[config.mk]
export PLATFORM = sky130hd
export DESIGN_NAME = midpoint_line_rasterizer_top_flat
export DESIGN_NICKNAME = d
export VERILOG_FILES = /design/src/rtl/core/mlr_pkg.sv /design/src/rtl/core/mlr_channels.sv /design/src/rtl/core/mlr_front.sv /design/src/rtl/core/mlr_queue.sv /design/src/rtl/core/mlr_back.sv /design/src/rtl/core/midpoint_line_rasterizer_top.sv /design/src/flat_wrapper.sv
export SDC_FILE = /design/constraint.sdc
export NUM_CORES = 1
export LEC_CHECK = 0
export BUFFER_PORTS_ARGS = -buffer_cell sky130_fd_sc_hd__buf_2
export CAP_MARGIN = 40
export CORE_ASPECT_RATIO = 0.9
export CORE_MARGIN = 2
export CORE_UTILIZATION = 60
export DETAILED_ROUTE_END_ITERATION = 12
export GPL_TIMING_DRIVEN = 0
export PLACE_DENSITY_LB_ADDON = 0.08
export REMOVE_ABC_BUFFERS = 1
export SYNTH_ARGS = -nofsm -noshare
export SYNTH_HDL_FRONTEND = slang
export SYNTH_SLANG_ARGS = --single-unit
export TNS_END_PERCENT = 50
[constraint.sdc]
create_clock -name clk -period 7.8 [get_ports clk]
set_input_delay 1.56 -clock clk [delete_from_list [all_inputs] [get_ports clk]]
set_output_delay 1.56 -clock clk [all_outputs]
set_load 0.02 [all_outputs]
[src/rtl/core/mlr_pkg.sv]
// ----------------------------------------------------------------------------
// mlr_pkg: shared types for the midpoint line rasterizer
// Holds the action codes and the flag group that travels with each command
// from the front end, through the command queue, to the stepping back end.
// ----------------------------------------------------------------------------
package mlr_pkg;

    typedef enum logic {
        ACT_LOAD = 1'b0,
        ACT_STEP = 1'b1
    } action_t;

    typedef struct packed {
        action_t action;
        logic    x_is_major;
        logic    x_dir_neg;
        logic    y_dir_neg;
    } line_flags_t;

    localparam int FLAGS_BITS = $bits(line_flags_t);

endpackage

[src/rtl/core/mlr_channels.sv]
// ----------------------------------------------------------------------------
// mlr_channels: valid/ready channels of the midpoint line rasterizer
// mlr_line_if carries load and step items in; mlr_pixel_if carries pixels out.
// ----------------------------------------------------------------------------
interface mlr_line_if #(
    parameter int COORD_BITS = 12
);
    logic                         valid;
    logic                         ready;
    logic                         action;
    logic signed [COORD_BITS-1:0] x_start;
    logic signed [COORD_BITS-1:0] y_start;
    logic signed [COORD_BITS-1:0] x_end;
    logic signed [COORD_BITS-1:0] y_end;

    modport source (output valid, action, x_start, y_start, x_end, y_end, input ready);
    modport sink   (input valid, action, x_start, y_start, x_end, y_end, output ready);
endinterface

interface mlr_pixel_if #(
    parameter int COORD_BITS = 12
);
    logic                         valid;
    logic                         ready;
    logic signed [COORD_BITS-1:0] pixel_x;
    logic signed [COORD_BITS-1:0] pixel_y;
    logic                         last;

    modport source (output valid, pixel_x, pixel_y, last, input ready);
    modport sink   (input valid, pixel_x, pixel_y, last, output ready);
endinterface

[src/rtl/core/mlr_front.sv]
// ----------------------------------------------------------------------------
// mlr_front: item intake and line setup
// Classifies each item and, for a load, works out the axis distances, the
// step directions and the major axis before the command enters the queue.
// ----------------------------------------------------------------------------
module mlr_front #(
    parameter int COORD_BITS = 12
) (
    mlr_line_if.sink                  line_in,
    output logic                      cmd_valid,
    input  logic                      cmd_ready,
    output mlr_pkg::line_flags_t      cmd_flags,
    output logic [COORD_BITS-1:0]     cmd_x_start,
    output logic [COORD_BITS-1:0]     cmd_y_start,
    output logic [COORD_BITS-1:0]     cmd_major,
    output logic [COORD_BITS-1:0]     cmd_minor
);
    import mlr_pkg::*;

    logic signed [COORD_BITS:0] dx;
    logic signed [COORD_BITS:0] dy;
    logic        [COORD_BITS:0] adx_full;
    logic        [COORD_BITS:0] ady_full;
    logic [COORD_BITS-1:0]      adx;
    logic [COORD_BITS-1:0]      ady;
    logic                       x_major;

    // One extra bit holds the full difference of two signed coordinates.
    assign dx = $signed({line_in.x_end[COORD_BITS-1], line_in.x_end})
              - $signed({line_in.x_start[COORD_BITS-1], line_in.x_start});
    assign dy = $signed({line_in.y_end[COORD_BITS-1], line_in.y_end})
              - $signed({line_in.y_start[COORD_BITS-1], line_in.y_start});

    assign adx_full = dx[COORD_BITS] ? (~dx + 1'b1) : dx;
    assign ady_full = dy[COORD_BITS] ? (~dy + 1'b1) : dy;

    // A distance never exceeds the span of one coordinate, so the top bit drops.
    assign adx = adx_full[COORD_BITS-1:0];
    assign ady = ady_full[COORD_BITS-1:0];

    assign x_major = (adx >= ady);

    always_comb
    begin
        cmd_flags.action     = action_t'(line_in.action);
        cmd_flags.x_is_major = x_major;
        cmd_flags.x_dir_neg  = dx[COORD_BITS];
        cmd_flags.y_dir_neg  = dy[COORD_BITS];
    end

    assign cmd_valid     = line_in.valid;
    assign line_in.ready = cmd_ready;
    assign cmd_x_start   = line_in.x_start;
    assign cmd_y_start   = line_in.y_start;
    assign cmd_major     = x_major ? adx : ady;
    assign cmd_minor     = x_major ? ady : adx;

endmodule

[src/rtl/core/mlr_queue.sv]
// ----------------------------------------------------------------------------
// mlr_queue: command queue between front end and back end
// A small first-in first-out buffer so that intake and stepping stall apart.
// ----------------------------------------------------------------------------
module mlr_queue #(
    parameter int WIDTH = 8,
    parameter int DEPTH = 2
) (
    input  logic             clk,
    input  logic             rst_n,
    input  logic             push_valid,
    output logic             push_ready,
    input  logic [WIDTH-1:0] push_data,
    output logic             pop_valid,
    input  logic             pop,
    output logic [WIDTH-1:0] pop_data
);
    // DEPTH must be a power of two so that the pointers wrap on their own; the block does not enforce it.
    localparam int PW = (DEPTH > 1) ? $clog2(DEPTH) : 1;
    localparam int CW = $clog2(DEPTH + 1);

    logic [WIDTH-1:0] mem_reg [DEPTH];
    logic [PW-1:0]    wr_ptr_reg;
    logic [PW-1:0]    rd_ptr_reg;
    logic [CW-1:0]    count_reg;
    logic [CW-1:0]    count_next;
    logic             do_push;
    logic             do_pop;

    assign push_ready = (count_reg != CW'(DEPTH));
    assign pop_valid  = (count_reg != '0);
    assign do_push    = push_valid && push_ready;
    assign do_pop     = pop && pop_valid;
    assign pop_data   = mem_reg[rd_ptr_reg];

    always_comb
    begin
        case ({do_push, do_pop})
            2'b10:   count_next = count_reg + CW'(1);
            2'b01:   count_next = count_reg - CW'(1);
            default: count_next = count_reg;
        endcase
    end

    always_ff @(posedge clk or negedge rst_n)
    begin
        if (!rst_n)
        begin
            wr_ptr_reg <= '0;
            rd_ptr_reg <= '0;
            count_reg  <= '0;
        end
        else
        begin
            if (do_push)
            begin
                wr_ptr_reg <= wr_ptr_reg + PW'(1);
            end
            if (do_pop)
            begin
                rd_ptr_reg <= rd_ptr_reg + PW'(1);
            end
            count_reg <= count_next;
        end
    end

    always_ff @(posedge clk)
    begin
        if (do_push)
        begin
            mem_reg[wr_ptr_reg] <= push_data;
        end
    end

endmodule

[src/rtl/core/mlr_back.sv]
// ----------------------------------------------------------------------------
// mlr_back: line stepper and pixel output register
// Keeps the current pixel and the doubled decision variable, takes one queue
// command each cycle (a step waits out a pixel stall), registers the emitted pixel.
// ----------------------------------------------------------------------------
module mlr_back #(
    parameter int COORD_BITS = 12
) (
    input  logic                      clk,
    input  logic                      rst_n,
    input  logic                      cmd_valid,
    output logic                      cmd_pop,
    input  mlr_pkg::line_flags_t      cmd_flags,
    input  logic [COORD_BITS-1:0]     cmd_x_start,
    input  logic [COORD_BITS-1:0]     cmd_y_start,
    input  logic [COORD_BITS-1:0]     cmd_major,
    input  logic [COORD_BITS-1:0]     cmd_minor,
    mlr_pixel_if.source               pixel_out
);
    import mlr_pkg::*;

    // The decision variable stays within plus or minus twice the major distance.
    localparam int DW = COORD_BITS + 2;

    logic [COORD_BITS-1:0] cur_x_reg;
    logic [COORD_BITS-1:0] cur_y_reg;
    logic [DW-1:0]         decision_reg;
    logic [DW-1:0]         inc_straight_reg;
    logic [DW-1:0]         inc_diag_reg;
    logic [COORD_BITS-1:0] steps_left_reg;
    logic                  x_is_major_reg;
    logic                  x_dir_neg_reg;
    logic                  y_dir_neg_reg;
    logic                  line_active_reg;
    logic                  first_pending_reg;

    logic                  out_valid_reg;
    logic [COORD_BITS-1:0] out_x_reg;
    logic [COORD_BITS-1:0] out_y_reg;
    logic                  out_last_reg;

    logic                  slot_free;
    logic                  is_load;
    logic                  do_load;
    logic                  do_emit;
    logic                  minor_step;
    logic [COORD_BITS-1:0] step_x;
    logic [COORD_BITS-1:0] step_y;
    logic [COORD_BITS-1:0] moved_x;
    logic [COORD_BITS-1:0] moved_y;
    logic [COORD_BITS-1:0] emit_x;
    logic [COORD_BITS-1:0] emit_y;
    logic                  emit_last;
    logic [DW-1:0]         minor_x2;
    logic [DW-1:0]         major_x2;
    logic [DW-1:0]         major_ext;

    assign slot_free = !out_valid_reg || pixel_out.ready;
    assign is_load   = (cmd_flags.action == ACT_LOAD);

    // A load never produces a pixel, so it leaves the queue even under a stall.
    assign cmd_pop = cmd_valid && (is_load || slot_free);
    assign do_load = cmd_pop && is_load;
    assign do_emit = cmd_pop && !is_load && line_active_reg;

    assign minor_step = !decision_reg[DW-1];
    assign step_x     = x_dir_neg_reg ? {COORD_BITS{1'b1}} : COORD_BITS'(1);
    assign step_y     = y_dir_neg_reg ? {COORD_BITS{1'b1}} : COORD_BITS'(1);

    always_comb
    begin
        moved_x = cur_x_reg;
        moved_y = cur_y_reg;
        if (x_is_major_reg || minor_step)
        begin
            moved_x = cur_x_reg + step_x;
        end
        if (!x_is_major_reg || minor_step)
        begin
            moved_y = cur_y_reg + step_y;
        end
    end

    // The start pixel goes out unmoved; every later item takes one major step.
    assign emit_x    = first_pending_reg ? cur_x_reg : moved_x;
    assign emit_y    = first_pending_reg ? cur_y_reg : moved_y;
    assign emit_last = first_pending_reg ? (steps_left_reg == '0)
                                         : (steps_left_reg == COORD_BITS'(1));

    assign minor_x2  = {1'b0, cmd_minor, 1'b0};
    assign major_x2  = {1'b0, cmd_major, 1'b0};
    assign major_ext = {2'b00, cmd_major};

    always_ff @(posedge clk or negedge rst_n)
    begin
        if (!rst_n)
        begin
            line_active_reg   <= 1'b0;
            first_pending_reg <= 1'b0;
            out_valid_reg     <= 1'b0;
        end
        else
        begin
            if (do_load)
            begin
                line_active_reg   <= 1'b1;
                first_pending_reg <= 1'b1;
            end
            else if (do_emit)
            begin
                first_pending_reg <= 1'b0;
                if (emit_last)
                begin
                    line_active_reg <= 1'b0;
                end
            end

            if (do_emit)
            begin
                out_valid_reg <= 1'b1;
            end
            else if (pixel_out.ready)
            begin
                out_valid_reg <= 1'b0;
            end
        end
    end

    always_ff @(posedge clk)
    begin
        if (do_load)
        begin
            cur_x_reg        <= cmd_x_start;
            cur_y_reg        <= cmd_y_start;
            decision_reg     <= minor_x2 - major_ext;
            inc_straight_reg <= minor_x2;
            inc_diag_reg     <= minor_x2 - major_x2;
            steps_left_reg   <= cmd_major;
            x_is_major_reg   <= cmd_flags.x_is_major;
            x_dir_neg_reg    <= cmd_flags.x_dir_neg;
            y_dir_neg_reg    <= cmd_flags.y_dir_neg;
        end
        else if (do_emit && !first_pending_reg)
        begin
            cur_x_reg      <= moved_x;
            cur_y_reg      <= moved_y;
            decision_reg   <= decision_reg + (minor_step ? inc_diag_reg : inc_straight_reg);
            steps_left_reg <= steps_left_reg - COORD_BITS'(1);
        end

        if (do_emit)
        begin
            out_x_reg    <= emit_x;
            out_y_reg    <= emit_y;
            out_last_reg <= emit_last;
        end
    end

    assign pixel_out.valid   = out_valid_reg;
    assign pixel_out.pixel_x = out_x_reg;
    assign pixel_out.pixel_y = out_y_reg;
    assign pixel_out.last    = out_last_reg;

endmodule

[src/rtl/core/midpoint_line_rasterizer_top.sv]
// ----------------------------------------------------------------------------
// midpoint_line_rasterizer_top: midpoint line rasterizer
// Turns a pair of endpoints into the run of pixels between them.
// ----------------------------------------------------------------------------
// Usage:
//   line_in carries items. An item with action 0 loads a new line from
//   x_start, y_start, x_end and y_end and replaces any line in progress; it
//   produces no pixel. An item with action 1 asks for the next pixel.
//   pixel_out carries one pixel per step item while a line is active, from
//   the start pixel through the end pixel; last marks the end pixel. Step
//   items with no active line produce nothing.
//   A step item accepted on line_in goes into the command queue and, once
//   popped, into the pixel register that drives pixel_out. Items are
//   accepted one per cycle while the queue has room; each later step is
//   one decision-variable add and a major-axis step (minor too when due).
//   A two-entry command queue sits between intake and stepping. When the
//   receiver stalls, the pixel register holds, the queue fills to its two
//   entries and line_in drops ready until a pixel is taken. Reset empties
//   the queue, drops any line and clears the pixel output valid.
// ----------------------------------------------------------------------------
module midpoint_line_rasterizer_top #(
    parameter int COORD_BITS = 12
) (
    input  logic         clk,
    input  logic         rst_n,
    mlr_line_if.sink     line_in,
    mlr_pixel_if.source  pixel_out
);
    import mlr_pkg::*;

    localparam int CMD_W = FLAGS_BITS + 4 * COORD_BITS;

    logic                  f_valid;
    logic                  f_ready;
    line_flags_t           f_flags;
    logic [COORD_BITS-1:0] f_x_start;
    logic [COORD_BITS-1:0] f_y_start;
    logic [COORD_BITS-1:0] f_major;
    logic [COORD_BITS-1:0] f_minor;

    logic                  q_valid;
    logic                  q_pop;
    logic [CMD_W-1:0]      q_data;
    line_flags_t           q_flags;
    logic [COORD_BITS-1:0] q_x_start;
    logic [COORD_BITS-1:0] q_y_start;
    logic [COORD_BITS-1:0] q_major;
    logic [COORD_BITS-1:0] q_minor;

    mlr_front #(
        .COORD_BITS (COORD_BITS)
    ) u_front (
        .line_in     (line_in),
        .cmd_valid   (f_valid),
        .cmd_ready   (f_ready),
        .cmd_flags   (f_flags),
        .cmd_x_start (f_x_start),
        .cmd_y_start (f_y_start),
        .cmd_major   (f_major),
        .cmd_minor   (f_minor)
    );

    mlr_queue #(
        .WIDTH (CMD_W),
        .DEPTH (2)
    ) u_queue (
        .clk        (clk),
        .rst_n      (rst_n),
        .push_valid (f_valid),
        .push_ready (f_ready),
        .push_data  ({f_flags, f_x_start, f_y_start, f_major, f_minor}),
        .pop_valid  (q_valid),
        .pop        (q_pop),
        .pop_data   (q_data)
    );

    assign {q_flags, q_x_start, q_y_start, q_major, q_minor} = q_data;

    mlr_back #(
        .COORD_BITS (COORD_BITS)
    ) u_back (
        .clk         (clk),
        .rst_n       (rst_n),
        .cmd_valid   (q_valid),
        .cmd_pop     (q_pop),
        .cmd_flags   (q_flags),
        .cmd_x_start (q_x_start),
        .cmd_y_start (q_y_start),
        .cmd_major   (q_major),
        .cmd_minor   (q_minor),
        .pixel_out   (pixel_out)
    );

endmodule

[src/flat_wrapper.sv]
// flat-port wrapper written by rule: the top's interface ports become plain ports
module midpoint_line_rasterizer_top_flat import mlr_pkg::*;
#(
    parameter int COORD_BITS = 12
)
  (clk, rst_n, line_in_valid, line_in_action, line_in_x_start, line_in_y_start, line_in_x_end, line_in_y_end, line_in_ready, pixel_out_valid, pixel_out_pixel_x, pixel_out_pixel_y, pixel_out_last, pixel_out_ready);
  mlr_line_if #(.COORD_BITS(COORD_BITS)) line_in_i ();
  mlr_pixel_if #(.COORD_BITS(COORD_BITS)) pixel_out_i ();
  input  logic clk;
  input  logic rst_n;
  input wire logic [$bits(line_in_i.valid)-1:0] line_in_valid;
  input wire logic [$bits(line_in_i.action)-1:0] line_in_action;
  input wire logic [$bits(line_in_i.x_start)-1:0] line_in_x_start;
  input wire logic [$bits(line_in_i.y_start)-1:0] line_in_y_start;
  input wire logic [$bits(line_in_i.x_end)-1:0] line_in_x_end;
  input wire logic [$bits(line_in_i.y_end)-1:0] line_in_y_end;
  output wire logic [$bits(line_in_i.ready)-1:0] line_in_ready;
  output wire logic [$bits(pixel_out_i.valid)-1:0] pixel_out_valid;
  output wire logic [$bits(pixel_out_i.pixel_x)-1:0] pixel_out_pixel_x;
  output wire logic [$bits(pixel_out_i.pixel_y)-1:0] pixel_out_pixel_y;
  output wire logic [$bits(pixel_out_i.last)-1:0] pixel_out_last;
  input wire logic [$bits(pixel_out_i.ready)-1:0] pixel_out_ready;
  assign line_in_i.valid = line_in_valid;
  assign line_in_i.action = line_in_action;
  assign line_in_i.x_start = line_in_x_start;
  assign line_in_i.y_start = line_in_y_start;
  assign line_in_i.x_end = line_in_x_end;
  assign line_in_i.y_end = line_in_y_end;
  assign line_in_ready = line_in_i.ready;
  assign pixel_out_valid = pixel_out_i.valid;
  assign pixel_out_pixel_x = pixel_out_i.pixel_x;
  assign pixel_out_pixel_y = pixel_out_i.pixel_y;
  assign pixel_out_last = pixel_out_i.last;
  assign pixel_out_i.ready = pixel_out_ready;
  midpoint_line_rasterizer_top #(.COORD_BITS(COORD_BITS)) u_core (.clk(clk), .rst_n(rst_n), .line_in(line_in_i), .pixel_out(pixel_out_i));
endmodule
# --- Word level (Yosys, flattened, before mapping) ---
# Memories as Yosys holds them, arrays and structs flattened.
# Index checks and enable logic that the tools add are counted.
# W data, S select, Z words.
totals:
  out_inout_bits: 27
  elab_cells: 94
  romBits: 0
  reg_bits: 111
  latchBits: 0
  mem_bits_rw: 104
  n_memories: 1
op_classes:
  eq_ne: 4
  mul: 0
  div: 0
  magnitude_cmp: 1
  shift: 0
  n_bitwise: 3
  add_sub_neg: 14
  n_mux: 30
  n_reduce_logical: 23
memory_table:
  columns: ["name", "words", "width", "rd", "rd_clocked_by_memory_dff", "wr", "line_no", "source"]
  rows:
  - ["u_core.u_queue.mem_reg", 2, 52, 1, 0, 1, "mlr_queue.sv:22", "logic [WIDTH-1:0] mem_reg [DEPTH];"]
ops:
  columns: ["operator", "n"]
  rows:
  - ["$mux W12", 16]
  - ["$mux W14", 3]
  - ["$sub A12 B12 Y13", 2]
  - ["$add A12 B1 Y12 const B", 2]
  - ["$add A12 B12 Y12", 2]
  - ["$not A12 Y12", 2]
  - ["$add A14 B14 Y14", 1]
  - ["$sub A13 B12 Y14", 1]
  - ["$sub A13 B13 Y14", 1]
  - ["$eq A12 B1 Y1 const B", 1]
  - ["$ge A12 B12 Y1", 1]
  - ["$logic_not A12 Y1", 1]
  - ["$reduce_bool A2 Y1", 6]
  - ["$sub A12 B1 Y12 const B", 1]
  - ["$mux W1", 10]
  - ["$logic_and A1 B1 Y1", 7]
  - ["$logic_not A1 Y1", 4]
  - ["$logic_or A1 B1 Y1", 4]
  - ["$pmux W2 S2", 1]
  - ["$add A1 B1 Y1 const B", 2]
  - ["$add A2 B1 Y2 const B", 1]
  - ["$eq A2 B1 Y1 const B", 1]
  - ["$eq A2 B2 Y1 const B", 1]
  - ["$ne A2 B2 Y1 const B", 1]
  - ["other kinds (3)", 3]

# --- Logic depth before layout (Yosys ltp) ---
logic_depth:
  ltp_word: 9
  depth_mapped: 22
  ltp_nobuf: 21

# --- Modules after synthesis ---
# From an unflattened synthesis, not the netlist that was laid out.
unflattened:
  cells_unflattened: 1206
  hier_area_um2: 13698.1
by_module_without_submodules:
  columns: ["module", "instances", "area_per_inst_um2", "seq_area_each_um2", "cells_each"]
  rows:
  - ["mlr_back", 1, 6914.1, 3138.0, 676]
  - ["mlr_queue", 1, 4155.2, 3223.1, 179]
  - ["mlr_front", 1, 2628.8, 0.0, 351]

# --- Worst setup path before layout ---
# No wires, ideal clock.
synth_path:
  path_type: "input to register"
  from: "input port pixel_out_ready"
  to: "register u_core.u_back.cur_x_reg[0] (enable)"
  t_arrival_ns: 5.485
  cell_stages: 4
  path_buffers: 0
  setup_time_ns: 0.523
  slack_ns: 1.791
  cell_sequence: "nor2b_1 a21oi_1 nand3_1 o21ai_0"
synth_between:
  elab_chain_len: 7
  elab_cells_between_ends: 8
  cone_classes: "8 x reduce/logical"
synth_rtl:
  columns: ["item", "line_no", "source"]
  rows:
  - ["start: declaration", "flat_wrapper.sv:22", "input wire logic [$bits(pixel_out_i.ready)-1:0] pixel_out_ready;"]
  - ["$logic_or A1 B1 Y1 *", "mlr_back.sv:58", "assign slot_free = !out_valid_reg || pixel_out.ready;"]
  - ["$logic_or A1 B1 Y1 *", "mlr_back.sv:62", "assign cmd_pop = cmd_valid && (is_load || slot_free);"]
  - ["$logic_and A1 B1 Y1 *", "mlr_back.sv:62", null]
  - ["$logic_and A1 B1 Y1 (2 in a row)", "mlr_back.sv:64", "assign do_emit = cmd_pop && !is_load && line_active_reg;"]
  - ["$logic_and A1 B1 Y1", "mlr_back.sv:143", "else if (do_emit && !first_pending_reg)"]
  - ["$reduce_bool A2 Y1 (no line) *", null, null]
  - ["end signal: assignment", "mlr_back.sv:133", "cur_x_reg <= cmd_x_start;"]
  - ["end signal: assignment", "mlr_back.sv:145", "cur_x_reg <= moved_x;"]
  - ["end: declaration", "mlr_back.sv:25", "logic [COORD_BITS-1:0] cur_x_reg;"]
# Mark *: on every way between the ends. The rest lies on a longest branch, timed or not.
# A chain may end at the register's enable or synchronous reset.

==> flow_summary.yaml <==
critical_path:
  path_class: "input port to flop"
  critPathLaunch: "line_in_y_start[0]"
  reg2regPathDepth: 13
  setup.worst_path.end_class: "flop"
  worstReg2RegEnd: "u_core.u_back.decision_reg[12]"
  crit_end: "u_core.u_queue.mem_reg[1][0]"
  cp-start-kind: "input port"
  crit_top_cell: "nand2_1"
  cp_data_arrival_time_ns: 6.64
  max_stage_delay_ns: 0.43
  cp.required_ns: 8.11
  r2r-start: "u_core.u_queue.rd_ptr_reg"
  worstPathCellList: "buf_2 -> ha_1 -> fa_1 -> nand2b_1 -> a21oi_1 -> o211a_1 -> o41ai_2 -> o21bai_1 -> clkinv_1 -> nand2_1 -> xor2_1 -> ha_1 -> a21o_1 -> a2111oi_0 -> o21ai_0 -> o2111ai_1 -> nand2_1 -> nand3_1 -> nand2_1 -> buf_8 -> mux2i_1"
  slowest_stage: "a2111oi_0"
  cp_max_fo: 19
  reg2reg_slack_ns: 3.98
sta:
  clock.fmax_mhz: 158
  setup_viol: 0
  post-route-period-util_pct: 81.1
  finalHoldViolCount: 0
  skew_ns: 0.0110
  report.final.slew_viol_count: 0
  relSlewSlack_pct: 50.4
  rsz0062_at_grt: "false"
  worst_pin_slew_ns: 0.742
  layout_min_cycle_time_ns: 6.33
  timing.hold.ws_ns: 0.502
logic_synthesis:
  syn_area_um2: 12800
  synthCells: 1158
  synthDistinctLibCells: 63
  synth_warnings: 0
  ys_seq_area_share_pct: 49.5
  postSynth.asyncResetShare_pct: 3.29
  ys.flop_type: "edfxtp_1"
  yosys_register_bits: 213
  syn_avg_cell_area_um2: 11.1
  synth-edff-count: 206
clock_network:
  clock_sinks: 213
  cts_buffers: 24
  htree_levels: 1
  clk_latency_ns: 0.51
  cts_root_buf: "clkbuf_16"
  ctsHoldBuffers: 0
  cts_setup_buffers: 0
  cts.reportedPaths.clkPinSlew_ns: 0.06
  cts_buffer_depth: 3
  cts_tree: "yes"
  cts_resized: 0
grt:
  grt-ovfl-total: 0
  grt_pass1_wl_mm: 42.6
  grt_start_max_net_pins: 60
  track_usage_pct: 23.7
  antenna_found_initial: 0
  grt_pass1_vias: 8533
min_path:
  hold_start: "u_core.u_queue.count_reg[1]"
  hp-class: "flop to flop"
routing:
  detail_route.wl_per_cell_um: 17.0
  drt_iter0_drc: 537
  dr_total_vias: 8764
  first_pass_iters: 5
  drt_wl_total_mm: 26.2
  remaining_drc_errors: 0
  vias_per_cell: 5.68
  final_antenna_net_count: 0
placed_design:
  placedCellCount: 1502
  dpl.hpwl_mm: 18.9
  port_buffers: 79
  dpl_cell_area_um2: 13800
  gp_congestion: 0.859
cells_and_area:
  layout-drive-gt1-share_pct: 14.1
  diodes: 0
  num-fill-cells: 1592
  nets: 1398
  largest_register_ffs: 104
  syn2layout_area_growth_pct: 13.0
  fin_cells: 1542
  final_area_um2: 14500
floorplan:
  core_region_area_um2: 20900
  die_h_um: 143
  pin_count: 80
  rows: 50
  die_w_um: 158
  dieArea_um2: 22600
  start_util_pct: 61.5
flow_run:
  maxCapViolCount: 0
run_status:
  status: "finished, final reports clean"
-- critical path: cells and delay by family --
kind            cells  cell delay [ns]
compound gates      8             1.89
fa+ha+maj           3             0.93
simple gates        5             0.92
buf+inv             3             0.77
xor+xnor            1             0.28
mux                 1             0.27
-- layout make-up --
cell class | count | area, um^2 | share of cell area, %
clock buffers | 36 | 697 | 4.80
clock inverters | 4 | 46.3 | 0.319
inverters | 78 | 293 | 2.02
multi-input cells | 834 | 6080 | 41.9
flip-flops and latches | 213 | 6360 | 43.9
well taps | 286 | 358 | 2.47
repair buffers | 91 | 667 | 4.60
-- routing by layer --
layer	vias to the layer above	share of wire, %	global-route usage (%)
li1	4403	-	-
met1	4145	47	32.8
met2	178	47	40.4
met3	38	4.1	3.07
met4	0	1.6	4.84
met5	-	0	0
-- worst min-delay path by stage --
stage / endpoint / slack, ns / depth (start not counted)
after floorplan: u_core.u_queue.wr_ptr_reg / 0.46 / 1
after global placement: u_core.u_queue.wr_ptr_reg / 0.49 / 1
after detailed placement: u_core.u_queue.count_reg[1] / 0.50 / 1
after CTS: u_core.u_queue.count_reg[1] / 0.50 / 1
after global routing: u_core.u_queue.count_reg[1] / 0.53 / 1
final: u_core.u_queue.count_reg[1] / 0.50 / 1
-- cells in the mapped netlist (5+ instances only) --
cell type	count	area, um^2
dfrtp_1	7	175
nor2_1	82	308
nand3_1	15	75.1
xor2_1	46	403
nand2_1	103	387
a211oi_1	25	188
fa_1	7	140
inv_1	77	289
or2_2	5	31.3
clkbuf_1	27	101
nor3_1	20	100
a21oi_1	70	350
mux2_2	33	372
a31oi_1	20	125
mux2i_1	48	480
o31ai_1	6	45.0
ha_1	96	1200
a21boi_0	5	37.5
and3_1	9	56.3
a21o_1	17	128
o21ai_0	64	320
xnor2_1	57	499
or3_1	9	56.3
nor2b_1	25	156
buf_1	5	18.8
nand2b_1	13	81.3
edfxtp_1	206	6190
-- logic make-up (layout without fill, tap and decap cells) --
| logic type | after synthesis | count (layout) | synth area share, % |
|---|---|---|---|
| DFF | 213 | 213 | 49.5 |
| xor gates and xnor gates | 103 | 103 | 7.03 |
| adders and majority gates | 103 | 103 | 10.4 |
| AOI/OAI and AO/OA | 245 | 245 | 12.1 |
| muxes | 81 | 81 | 6.64 |
| and+or+nand+nor | 302 | 302 | 11.0 |
| buffers and inverters | 111 | 209 | 3.27 |
-- placed cells by master (no fill, tap or decap), types with 15 or more instances in the layout --
cell type / instances
mux2i_1: 48
nand2_1: 103
clkbuf_16: 25
o21ai_0: 63
xor2_1: 46
a31oi_1: 20
inv_1: 76
nor2b_1: 25
a21oi_1: 70
edfxtp_1: 206
mux2_2: 33
xnor2_1: 57
nor3_1: 20
a211oi_1: 25
a21o_1: 17
ha_1: 96
nor2_1: 81
buf_2: 79
nand3_1: 15
-- per-stage QoR --
stage / setup TNS [ns] / setup slack (ns) / utilization, %
6_report: 0 / 1.47 / 69.4
5_1_grt: 0 / 1.12 / 69.4
4_1_cts: 0 / 1.56 / 69.4
3_5_place_dp: 0 / 1.18 / 65.9
3_3_place_gp: -109.01 / -2.23 / 64.4
2_1_floorplan: 0 / 1.23 / -
Power is left out: the tool's default activity adds up to more than one toggle a clock period on the data nets, which glitch-free logic cannot reach.
